`config.mk`:
```
export PLATFORM = sky130hd
export DESIGN_NAME = command_frame_parser_flat
export DESIGN_NICKNAME = d
export VERILOG_FILES = /design/src/hdl/cfp_pkg.sv /design/src/hdl/cfp_if.sv /design/src/hdl/command_frame_parser.sv /design/src/hdl/cfp_cfg_regs.sv /design/src/hdl/cfp_parser_core.sv /design/src/flat_wrapper.sv
export SDC_FILE = /design/constraint.sdc
export NUM_CORES = 1
export LEC_CHECK = 0
export BUFFER_PORTS_ARGS = -buffer_cell sky130_fd_sc_hd__clkbuf_2
export CORE_UTILIZATION = 50
export DETAILED_ROUTE_END_ITERATION = 16
export PLACE_DENSITY = 0.78
export SYNTH_ARGS = -nofsm -noshare
export SYNTH_HDL_FRONTEND = slang
export SYNTH_HIERARCHICAL = 1
export SYNTH_SLANG_ARGS = --single-unit
export TNS_END_PERCENT = 10
```
`constraint.sdc`:
```
create_clock -name clk_i -period 6 [get_ports clk_i]
set_clock_uncertainty 0.15 [all_clocks]
set_input_delay 0.6 -clock clk_i [delete_from_list [all_inputs] [get_ports clk_i]]
set_output_delay 0.6 -clock clk_i [all_outputs]
set_load 0.05 [all_outputs]
```
`src/hdl/cfp_pkg.sv`:
```
// Package: shared types and codes of the command frame parser.
package cfp_pkg;

  typedef enum logic [2:0] {
    ST_INCOMPLETE = 3'd0,
    ST_SUCCESS    = 3'd1,
    ST_HEADER     = 3'd2,
    ST_CMD        = 3'd3,
    ST_LENGTH     = 3'd4,
    ST_CSUM       = 3'd5
  } status_e;

  typedef enum logic [2:0] {
    PH_HEAD1 = 3'd0,
    PH_HEAD2 = 3'd1,
    PH_CMD   = 3'd2,
    PH_LENLO = 3'd3,
    PH_LENHI = 3'd4,
    PH_DATA  = 3'd5,
    PH_CSUM  = 3'd6
  } phase_e;

  typedef enum logic [1:0] {
    REG_HEADER_FIRST  = 2'd0,
    REG_HEADER_SECOND = 2'd1,
    REG_CMD_LOWER     = 2'd2,
    REG_CMD_UPPER     = 2'd3
  } reg_idx_e;

  localparam int unsigned PaddrW = 4;

  localparam logic [7:0] HeaderFirstRst  = 8'h55;
  localparam logic [7:0] HeaderSecondRst = 8'hAA;
  localparam logic [7:0] CmdLowerRst     = 8'h00;
  localparam logic [7:0] CmdUpperRst     = 8'hFF;

  typedef struct packed {
    logic [7:0] header_first;
    logic [7:0] header_second;
    logic [7:0] cmd_lower_exclusive;
    logic [7:0] cmd_upper_exclusive;
  } cfg_t;

  typedef struct packed {
    status_e     status;
    logic        payload_valid;
    logic [7:0]  payload_byte;
    logic [9:0]  payload_index;
    logic [7:0]  frame_command;
    logic [9:0]  frame_length;
  } result_t;

endpackage

```
`src/hdl/cfp_if.sv`:
```
// Interfaces: received byte channel and parse result channel.
interface cfp_byte_if;
  logic       valid;
  logic       ready;
  logic [7:0] rx_byte;

  modport source (output valid, output rx_byte, input ready);
  modport sink   (input valid, input rx_byte, output ready);
endinterface

interface cfp_result_if;
  logic       valid;
  logic       ready;
  logic [2:0] status;
  logic       payload_valid;
  logic [7:0] payload_byte;
  logic [9:0] payload_index;
  logic [7:0] frame_command;
  logic [9:0] frame_length;

  modport source (output valid, output status, output payload_valid, output payload_byte,
                  output payload_index, output frame_command, output frame_length,
                  input ready);
  modport sink   (input valid, input status, input payload_valid, input payload_byte,
                  input payload_index, input frame_command, input frame_length,
                  output ready);
endinterface

```
`src/hdl/command_frame_parser.sv`:
```
// Top level: byte-serial command frame parser with checksum and APB configuration.
//
// rx_i carries received bytes (valid/ready); every byte accepted yields exactly one
// beat on res_o: a status code, the byte itself with its index when it was payload,
// and the command and length of the frame when its checksum checked out.
// Frame: header_first, header_second, command, length low, length high, payload,
// checksum (inverted 8-bit sum of command, length bytes and payload).
// Flow: a byte lands in the input register, then one pass through the frame
// state machine fills the result register, which drives the beat on res_o.
// Throughput is one byte per cycle while res_o is not held off; the frame state
// machine is the only logic between the two registers.
// Stalls: while res_o is held off, the input register still takes one more beat,
// then rx_i.ready drops until the result register drains.
// Reset: header values 0x55/0xAA, command bounds 0/255, parser waits for a first
// header byte, both stages empty. APB: registers at byte offsets 0, 4, 8, 12, to be
// written by the user only while the block is idle; the block does not enforce it.
module command_frame_parser
  import cfp_pkg::*;
#(
  parameter int unsigned MAX_PAYLOAD = 1024
) (
  input  logic              clk_i,
  input  logic              rst_ni,
  cfp_byte_if.sink          rx_i,
  cfp_result_if.source      res_o,
  input  logic              psel,
  input  logic              penable,
  input  logic              pwrite,
  input  logic [PaddrW-1:0] paddr,
  input  logic [31:0]       pwdata,
  output logic [31:0]       prdata,
  output logic              pready
);

  cfg_t    cfg;
  result_t res;
  logic    res_valid;
  logic    in_ready;

  cfp_cfg_regs u_regs (
    .clk_i   (clk_i),
    .rst_ni  (rst_ni),
    .psel    (psel),
    .penable (penable),
    .pwrite  (pwrite),
    .paddr   (paddr),
    .pwdata  (pwdata),
    .prdata  (prdata),
    .pready  (pready),
    .cfg_o   (cfg)
  );

  cfp_parser_core #(
    .MAX_PAYLOAD (MAX_PAYLOAD)
  ) u_core (
    .clk_i       (clk_i),
    .rst_ni      (rst_ni),
    .cfg_i       (cfg),
    .in_valid_i  (rx_i.valid),
    .in_byte_i   (rx_i.rx_byte),
    .in_ready_o  (in_ready),
    .res_valid_o (res_valid),
    .res_o       (res),
    .res_ready_i (res_o.ready)
  );

  assign rx_i.ready          = in_ready;
  // result beat fields
  assign res_o.valid         = res_valid;
  assign res_o.status        = res.status;
  assign res_o.payload_valid = res.payload_valid;
  assign res_o.payload_byte  = res.payload_byte;
  assign res_o.payload_index = res.payload_index;
  assign res_o.frame_command = res.frame_command;
  assign res_o.frame_length  = res.frame_length;

endmodule

```
`src/hdl/cfp_cfg_regs.sv`:
```
// APB register bank: header values and command bounds.
module cfp_cfg_regs
  import cfp_pkg::*;
(
  input  logic              clk_i,
  input  logic              rst_ni,
  input  logic              psel,
  input  logic              penable,
  input  logic              pwrite,
  input  logic [PaddrW-1:0] paddr,
  input  logic [31:0]       pwdata,
  output logic [31:0]       prdata,
  output logic              pready,
  output cfg_t              cfg_o
);

  cfg_t     cfg_q, cfg_d;
  reg_idx_e idx;
  logic     wr_en;

  assign idx    = reg_idx_e'(paddr[PaddrW-1:2]);
  assign wr_en  = psel && penable && pwrite;
  assign pready = 1'b1;
  assign cfg_o  = cfg_q;

  always_comb begin
    cfg_d = cfg_q;
    if (wr_en) begin
      case (idx)
        REG_HEADER_FIRST:  cfg_d.header_first        = pwdata[7:0];
        REG_HEADER_SECOND: cfg_d.header_second       = pwdata[7:0];
        REG_CMD_LOWER:     cfg_d.cmd_lower_exclusive = pwdata[7:0];
        REG_CMD_UPPER:     cfg_d.cmd_upper_exclusive = pwdata[7:0];
        default:           cfg_d = cfg_q;
      endcase
    end
  end

  always_comb begin
    case (idx)
      REG_HEADER_FIRST:  prdata = {24'h0, cfg_q.header_first};
      REG_HEADER_SECOND: prdata = {24'h0, cfg_q.header_second};
      REG_CMD_LOWER:     prdata = {24'h0, cfg_q.cmd_lower_exclusive};
      REG_CMD_UPPER:     prdata = {24'h0, cfg_q.cmd_upper_exclusive};
      default:           prdata = 32'h0;
    endcase
  end

  always_ff @(posedge clk_i or negedge rst_ni) begin
    if (!rst_ni) begin
      cfg_q.header_first        <= HeaderFirstRst;
      cfg_q.header_second       <= HeaderSecondRst;
      cfg_q.cmd_lower_exclusive <= CmdLowerRst;
      cfg_q.cmd_upper_exclusive <= CmdUpperRst;
    end else begin
      cfg_q <= cfg_d;
    end
  end

endmodule

```
`src/hdl/cfp_parser_core.sv`:
```
// Parser core: input register, frame state machine with running sum, result register.
module cfp_parser_core
  import cfp_pkg::*;
#(
  parameter int unsigned MAX_PAYLOAD = 1024
) (
  input  logic       clk_i,
  input  logic       rst_ni,
  input  cfg_t       cfg_i,
  input  logic       in_valid_i,
  input  logic [7:0] in_byte_i,
  output logic       in_ready_o,
  output logic       res_valid_o,
  output result_t    res_o,
  input  logic       res_ready_i
);

  localparam int unsigned CntW = $clog2(MAX_PAYLOAD);

  // input stage
  logic       in_valid_q;
  logic [7:0] in_byte_q;
  // result stage
  logic       res_valid_q;
  result_t    res_q, res_d;
  // frame state
  phase_e            phase_q, phase_d;
  logic [7:0]        cmd_q, cmd_d;
  logic [15:0]       len_q, len_d;
  logic [CntW-1:0]   cnt_q, cnt_d;
  logic [7:0]        sum_q, sum_d;

  logic        advance;
  logic        fire;
  logic [15:0] len_new;
  logic [15:0] cnt_ext;
  logic [15:0] idx_ext;
  logic [7:0]  b;

  assign advance     = !res_valid_q || res_ready_i;
  assign in_ready_o  = !in_valid_q || advance;
  assign fire        = in_valid_q && advance;
  assign res_valid_o = res_valid_q;
  assign res_o       = res_q;

  assign b       = in_byte_q;
  assign len_new = {b, len_q[7:0]};
  // count after this payload byte
  assign cnt_ext = 16'(cnt_q) + 16'd1;
  assign idx_ext = 16'(cnt_q);

  always_comb begin
    phase_d = phase_q;
    cmd_d   = cmd_q;
    len_d   = len_q;
    cnt_d   = cnt_q;
    sum_d   = sum_q;
    res_d   = '0;
    res_d.status = ST_INCOMPLETE;
    case (phase_q)
      PH_HEAD1: begin
        if (b == cfg_i.header_first) phase_d = PH_HEAD2;
      end
      PH_HEAD2: begin
        if (b == cfg_i.header_second) begin
          phase_d = PH_CMD;
        end else begin
          phase_d      = PH_HEAD1;
          res_d.status = ST_HEADER;
        end
      end
      PH_CMD: begin
        if (b > cfg_i.cmd_lower_exclusive && b < cfg_i.cmd_upper_exclusive) begin
          cmd_d   = b;
          sum_d   = b;
          phase_d = PH_LENLO;
        end else begin
          phase_d      = PH_HEAD1;
          res_d.status = ST_CMD;
        end
      end
      PH_LENLO: begin
        len_d   = {8'h00, b};
        sum_d   = sum_q + b;
        phase_d = PH_LENHI;
      end
      PH_LENHI: begin
        cnt_d = '0;
        len_d = len_new;
        sum_d = sum_q + b;
        if (len_new == 16'h0000) begin
          phase_d = PH_CSUM;
        end else if ({1'b0, len_new} < 17'(MAX_PAYLOAD)) begin
          phase_d = PH_DATA;
        end else begin
          phase_d      = PH_HEAD1;
          res_d.status = ST_LENGTH;
        end
      end
      PH_DATA: begin
        res_d.payload_valid = 1'b1;
        res_d.payload_byte  = b;
        res_d.payload_index = idx_ext[9:0];
        sum_d = sum_q + b;
        cnt_d = cnt_q + CntW'(1);
        if (cnt_ext >= len_q) phase_d = PH_CSUM;
      end
      PH_CSUM: begin
        if (~sum_q == b) begin
          res_d.status        = ST_SUCCESS;
          res_d.frame_command = cmd_q;
          res_d.frame_length  = len_q[9:0];
        end else begin
          res_d.status = ST_CSUM;
        end
        phase_d = PH_HEAD1;
      end
      default: phase_d = PH_HEAD1;
    endcase
  end

  always_ff @(posedge clk_i or negedge rst_ni) begin
    if (!rst_ni) begin
      in_valid_q  <= 1'b0;
      res_valid_q <= 1'b0;
      phase_q     <= PH_HEAD1;
      cmd_q       <= '0;
      len_q       <= '0;
      cnt_q       <= '0;
      sum_q       <= '0;
    end else begin
      if (in_ready_o) in_valid_q <= in_valid_i;
      if (advance) res_valid_q <= in_valid_q;
      if (fire) begin
        phase_q <= phase_d;
        cmd_q   <= cmd_d;
        len_q   <= len_d;
        cnt_q   <= cnt_d;
        sum_q   <= sum_d;
      end
    end
  end

  always_ff @(posedge clk_i) begin
    if (in_ready_o && in_valid_i) in_byte_q <= in_byte_i;
    if (fire) res_q <= res_d;
  end

endmodule

```
`src/flat_wrapper.sv`:
```
// flat-port wrapper written by rule: the top's interface ports become plain ports
module command_frame_parser_flat import cfp_pkg::*;
#(
  parameter int unsigned MAX_PAYLOAD = 1024
)
  (clk_i, rst_ni, psel, penable, pwrite, paddr, pwdata, prdata, pready, rx_i_valid, rx_i_rx_byte, rx_i_ready, res_o_valid, res_o_status, res_o_payload_valid, res_o_payload_byte, res_o_payload_index, res_o_frame_command, res_o_frame_length, res_o_ready);
  cfp_byte_if rx_i_i ();
  cfp_result_if res_o_i ();
  input  logic clk_i;
  input  logic rst_ni;
  input  logic psel;
  input  logic penable;
  input  logic pwrite;
  input  logic [PaddrW-1:0] paddr;
  input  logic [31:0] pwdata;
  output logic [31:0] prdata;
  output logic pready;
  input wire logic [$bits(rx_i_i.valid)-1:0] rx_i_valid;
  input wire logic [$bits(rx_i_i.rx_byte)-1:0] rx_i_rx_byte;
  output wire logic [$bits(rx_i_i.ready)-1:0] rx_i_ready;
  output wire logic [$bits(res_o_i.valid)-1:0] res_o_valid;
  output wire logic [$bits(res_o_i.status)-1:0] res_o_status;
  output wire logic [$bits(res_o_i.payload_valid)-1:0] res_o_payload_valid;
  output wire logic [$bits(res_o_i.payload_byte)-1:0] res_o_payload_byte;
  output wire logic [$bits(res_o_i.payload_index)-1:0] res_o_payload_index;
  output wire logic [$bits(res_o_i.frame_command)-1:0] res_o_frame_command;
  output wire logic [$bits(res_o_i.frame_length)-1:0] res_o_frame_length;
  input wire logic [$bits(res_o_i.ready)-1:0] res_o_ready;
  assign rx_i_i.valid = rx_i_valid;
  assign rx_i_i.rx_byte = rx_i_rx_byte;
  assign rx_i_ready = rx_i_i.ready;
  assign res_o_valid = res_o_i.valid;
  assign res_o_status = res_o_i.status;
  assign res_o_payload_valid = res_o_i.payload_valid;
  assign res_o_payload_byte = res_o_i.payload_byte;
  assign res_o_payload_index = res_o_i.payload_index;
  assign res_o_frame_command = res_o_i.frame_command;
  assign res_o_frame_length = res_o_i.frame_length;
  assign res_o_i.ready = res_o_ready;
  command_frame_parser #(.MAX_PAYLOAD(MAX_PAYLOAD)) u_core (.clk_i(clk_i), .rst_ni(rst_ni), .rx_i(rx_i_i), .res_o(res_o_i), .psel(psel), .penable(penable), .pwrite(pwrite), .paddr(paddr), .pwdata(pwdata), .prdata(prdata), .pready(pready));
endmodule
```
Word-level counts from Yosys, hierarchy flattened. Cells that the tools add are included.

Word-level logic and storage cells: 89. Output and inout bits: 75. Register bits: 127. Input bits: 51.

Reductions and logical operators: 27. Magnitude comparators: 4. Mux-type cells: 19. Add/sub/neg operators: 3. Bitwise gates (word level): 2. Equal/unequal tests: 15.

Operators by type and width (count): $pmux W32 S4 (1); $pmux W16 S2 (1); $eq A8 B8 Y1 (3); $mux W3 (7); $pmux W10 S2 (1); $mux W19 (1); $pmux W3 S6 (1); $ge A11 B16 Y1 (1); $logic_not A16 Y1 (1); $lt A16 B11 Y1 const B (1); $pmux W8 S2 (1); $reduce_and A2 Y1 (7); $pmux W3 S4 (1); $reduce_and A3 Y1 (4); $add A10 B1 Y11 const B (1); $add A10 B1 Y10 const B (1); $eq A3 B3 Y1 const B (3); $add A8 B8 Y8 (1); $gt A8 B8 Y1 (1); $lt A8 B8 Y1 (1); $mux W2 (4); $mux W8 (1); $not A8 Y8 (1); $eq A3 B2 Y1 const B (2); 12 further kinds (23).

Depth between registers and ports, before layout.
Word-level depth: 4. Mapped depth: 12. Depth with buffers taken out: 12.

By module. The synthesis kept the hierarchy.

Modules (own cells, without submodules): cfp_parser_core (cells an instance 491, area each 5154.9 um^2, sequential area each 2617.5 um^2, times used 1); cfp_cfg_regs (cells an instance 107, area each 1645.3 um^2, sequential area each 820.8 um^2, times used 1).

Least setup slack after synthesis. Ideal clock, no wire load.

Kind: reg2reg. Start: register u_core.u_core.res_valid_q, in the netlist u_core/u_core/res_valid_o. End: register u_core.u_core.cnt_q[1]. Setup time: 124 ps. Stages on the path, launching flop included: 7. Slack: 2572 ps. Data required time: 5726 ps. Period minus slack after synthesis: 3428 ps. Arrival: 3154 ps. Path buffers: 2. Cells stage by stage: dfrtp_1 -> nand2b_1 -> and2_1 -> clkbuf_1 -> clkbuf_1 -> nand2_1 -> a32o_1.

Longest elaborated chain between the ends: 4.

RTL lines: start: declaration (RTL line cfp_parser_core.sv:24) `logic res_valid_q;`; start signal: assignment (RTL line cfp_parser_core.sv:133) `if (advance) res_valid_q <= in_valid_q;`; $logic_not A1 Y1 (RTL line cfp_parser_core.sv:40) `assign advance = !res_valid_q || res_ready_i;`; $logic_or A1 B1 Y1 (RTL line cfp_parser_core.sv:40); $logic_and A1 B1 Y1 (RTL line cfp_parser_core.sv:42) `assign fire = in_valid_q && advance;`; net u_core.u_core.fire (RTL line cfp_parser_core.sv:34) `logic fire;`; $reduce_and A2 Y1 (no source line); end signal: assignment (RTL line cfp_parser_core.sv:138) `cnt_q <= cnt_d;`; end: declaration (RTL line cfp_parser_core.sv:30) `logic [CntW-1:0] cnt_q, cnt_d;`.

The timed path passes the listed nets, and every way through them passes these cells. A chain may end at the register's enable or synchronous reset.

Worst setup path in the final report.
Start: register u_core.u_core.cnt_q[0]. End: register u_core.u_core.phase_q[1].

Longest elaborated chain between the ends: 4.

RTL lines: $add A10 B1 Y11 (RTL line cfp_parser_core.sv:49) `assign cnt_ext = 16'(cnt_q) + 16'd1;`; $ge A11 B16 Y1 (RTL line cfp_parser_core.sv:106) `if (cnt_ext >= len_q) phase_d = PH_CSUM;`; $ne A2 B2 Y1 (no source line); $reduce_and A3 Y1 (no source line); end signal: assignment (RTL line cfp_parser_core.sv:135) `phase_q <= phase_d;`; end: declaration (RTL line cfp_parser_core.sv:27) `phase_e phase_q, phase_d;`.

No other way between the ends.

==> flow_summary.ini <==
[global_routing]
gr-total-overflow = 0
grt_pass1_vias = 4750
grt_max_degree = 80
grt_util_all_layers = 0.2143
grt_pass1_wl_um = 23050
antenna_found_initial = 0

[worst_hold_path]
hold_depth = 1
min_to = u_core/u_core/b[5]$_DFFE_PP_
hold_class = input pin to flip-flop
min_from = rx_i_rx_byte[5]

[final_layout]
nFillCells = 1098
multi_input_area_sq_um = 3003
fin_nets = 751
stdcell_area_sq_um = 7766
seq_area_sq_um = 3438
final_layout_size_suffix_gt1_frac = 0.2596
diodes = 0
area_growth_pct = 14.20

[logic_synthesis]
synth_area_per_cell_sq_um = 11.37
synth_compound_area_frac = 0.08740
yosysTopAreaCell = dfrtp_1
async_reset_ff_frac = 0.6220
synthesis.area_sq_um = 6800
synth_cell_type_count = 58
synth_xor_area_frac = 0.03735
ys_seq_area_frac = 0.5056
synth.mux.area_fraction = 0.1073
synth_seq_cells = 127
synth-edff-count = 48
ys.flop_type = dfrtp_1
synthAdderAreaFrac = 0.06550
yosys.area_share.simple = 0.1301
synth_top_family_by_area = simple AND/OR/NAND/NOR gates
ys_warn_count = 6
synthCells = 598
synth_top_area_share = 0.2318
synthTopCellsByArea = dfrtp_1 (23%), edfxtp_1 (21%), ha_1 (6.3%)

[routing]
ant_nets = 0
detailedRoute.firstPassIterationCount = 6
vias_per_cell = 5.537
wirelength_um = 14240
drt-initial-drc-count = 332
wl_per_cell_um = 16.67
via_count = 4729
drc = 0

[place]
dp_hpwl_um = 9723
port-buffer-count = 74
gp_congestion = 0.8541
place_area_sq_um = 7193

[cts]
clockRootBuffer = clkbuf_16
htreeDepth = 4
ctsHoldBuffers = 0
clkLatencyLatePin_ns = 0.42
tritoncts = yes
cts_buffers = 17
post_cts_resize_count = 0
clk_path_buf_depth = 2
cts_sinks = 127
clk_pin_slew_ns = 0.06
cts_setup_buffers = 0

[timing]
finalSetupTns_ns = 0
final-max-slew-violation-count = 0
setup_violations = 0
grt_setup_unrepaired = no
fin_crit_ns = 3.283
min_period_over_period = 0.5471
max_freq_mhz = 304.6
slew_headroom = 0.3263
hold_viol_final = 0
worstMarginPinSlew_ns = 1.011

[setup_path]
path_max_fanout = 7
ff2ff_path_depth = 12
r2r_setup_slack_ns = 2.72
cp_data_required_time_ns = 6.20
endpoint_kind = flip-flop
start_kind = flip-flop
regToRegStartpoint = u_core/u_core/cnt_q[0]$_DFFE_PN0P_
arrival_ns = 3.48
criticalPathCategory = flip-flop to flip-flop
rr_endpoint = u_core/u_core/phase_q[1]$_DFFE_PN0P_

[job]
cap_violations = 0

[die]
initial_core_util = 0.5135
die_h_um = 118.6
die-area_sq_um = 14070
coreArea_sq_um = 13240
ios = 126
rows = 42
fp.dieW_um = 118.6

[power_and_ir_drop]
powerDensity_nw_per_um2 = 425.4
power.leakage_uw = 0.003562
ir_worst_vdd_uv = 380.2

[outcome]
status = finished clean
[sequential cells by signal (all words and copies together) (netlist names)]
name and flops:
u_core/u_core/in_valid_q 1, u_core/u_core/res_valid_o 1, u_core/u_core/cnt_q 10, u_core/u_core/len_q 16
u_core/u_core/phase_q 3, u_core/u_core/cmd_q 8, u_core/u_regs/cfg_o 32, u_core/u_core/b 8
u_core/u_core/res_o 40, u_core/u_core/sum_q 8
[routing by layer]
layer | global-route usage | vias up | share of wire
met1 | 0.2530 | 2310 | 0.42
met4 | 0.1021 | 0 | 0.026
met3 | 0.06081 | 31 | 0.052
met5 | 0 | - | 0
li1 | - | 2222 | -
met2 | 0.3596 | 166 | 0.50
[cells by family (layout without fill, tap and decap cells)]
family,Yosys count,in the layout
AOI/OAI and AO/OA,90,90
xor gates and xnor gates,29,29
buffers and inverters,89,146
muxes,57,57
adders and majority gates,35,35
and+or+nand+nor,169,169
other,2,25
DFF,127,127
[per-stage QoR]
| stage | power (uW) | instances | setup WS [ns] | hold WS (ns) | util |
|---|---|---|---|---|---|
| after global placement | 2236 | 822 | 2.844 | 0.3115 | 0.5432 |
| after detailed placement | 2307 | 822 | 2.746 | 0.3168 | 0.5432 |
| final | 3304 | 854 | 2.717 | 0.2022 | 0.5865 |
| after floorplan | 2065 | 621 | 2.572 | 0.1544 | - |
| after CTS | 3306 | 854 | 2.726 | 0.1872 | 0.5865 |
| after global routing | 3477 | 854 | 2.486 | 0.1799 | 0.5865 |
[Yosys cell counts (all sizes together) (2+ instances only)]
cell	instances
or4	3
mux2i	2
a21oi	13
o21ai	36
a211oi	4
edfxtp	48
dfstp	16
o31ai	3
and2	20
o31a	3
nand3	10
o21a	4
and3	24
clkbuf	22
ha	34
buf	30
nand2b	4
a41o	2
o221ai	2
o41ai	2
nor4	4
and3b	2
nor2b	3
inv	36
a21o	4
a32o	7
xor2	15
nand2	52
mux2	47
a31oi	3
conb	2
nor2	27
nand4	7
nor3	9
o211ai	2
mux4	8
dfrtp	63
nand3b	3
xnor2	14
[power by group]
part / internal, uW / switching [uW] / total, uW
sequential: 1120 / 190 / 1310
combinational: 384 / 623 / 1010
clock: 611 / 376 / 987
[worst max-delay path, stage by stage, from the launching register on]
cell and delay, ns:
dfrtp_1 0.47, and3_1 0.20, nand3_1 0.15, nor2_1 0.24, nand3_1 0.14, xnor2_1 0.18, ha_1 0.31, nand3_1 0.09
or4_1 0.50, nand2_1 0.09, a22oi_2 0.11, o41a_1 0.44, a31oi_1 0.14
[layout by cell type (no fill, tap or decap), types with 7 or more instances in the layout]
cell | Yosys | final
edfxtp_1 | 48 | 48
dfstp_2 | 16 | 16
xor2_1 | 15 | 15
and2_1 | 20 | 19
a21oi_1 | 13 | 13
mux2_1 | 13 | 13
inv_1 | 33 | 33
conb_1 | 2 | 25
nand4_1 | 7 | 7
dfrtp_1 | 63 | 63
mux4_2 | 8 | 8
mux2_2 | 34 | 34
nor2_1 | 27 | 27
clkbuf_16 | 0 | 17
o21ai_0 | 10 | 10
a32o_1 | 7 | 7
ha_1 | 34 | 34
nor3_1 | 8 | 8
and3_1 | 23 | 23
clkbuf_2 | 0 | 73
o21ai_1 | 26 | 26
xnor2_1 | 14 | 14
nand3_1 | 9 | 9
nand2_1 | 52 | 52
[final cells by class]
class                      instances  area share
timing repair buffer              77     0.05059
clock buffer                      19     0.05574
inverter                          37     0.01788
tap                              176     0.02836
sequential                       127      0.4427
clock inverter                    13     0.01804
multi-input combinational        405      0.3867
[how the worst max path moves through the flow]
stage,start,endpoint,slack [ns]
detailed placement,u_core/u_core/cnt_q[0]$_DFFE_PN0P_,u_core/u_core/phase_q[1]$_DFFE_PN0P_,2.75
global placement,u_core/u_core/cnt_q[0]$_DFFE_PN0P_,u_core/u_core/phase_q[1]$_DFFE_PN0P_,2.84
finish,u_core/u_core/cnt_q[0]$_DFFE_PN0P_,u_core/u_core/phase_q[1]$_DFFE_PN0P_,2.72
global route,u_core/u_core/cnt_q[0]$_DFFE_PN0P_,u_core/u_core/phase_q[1]$_DFFE_PN0P_,2.49
floorplan,u_core/u_core/res_valid_o$_DFFE_PN0P_,u_core/u_core/cnt_q[1]$_DFFE_PN0P_,2.57
CTS,u_core/u_core/cnt_q[0]$_DFFE_PN0P_,u_core/u_core/phase_q[1]$_DFFE_PN0P_,2.73
No activity file was read; power rests on OpenSTA's default activity.
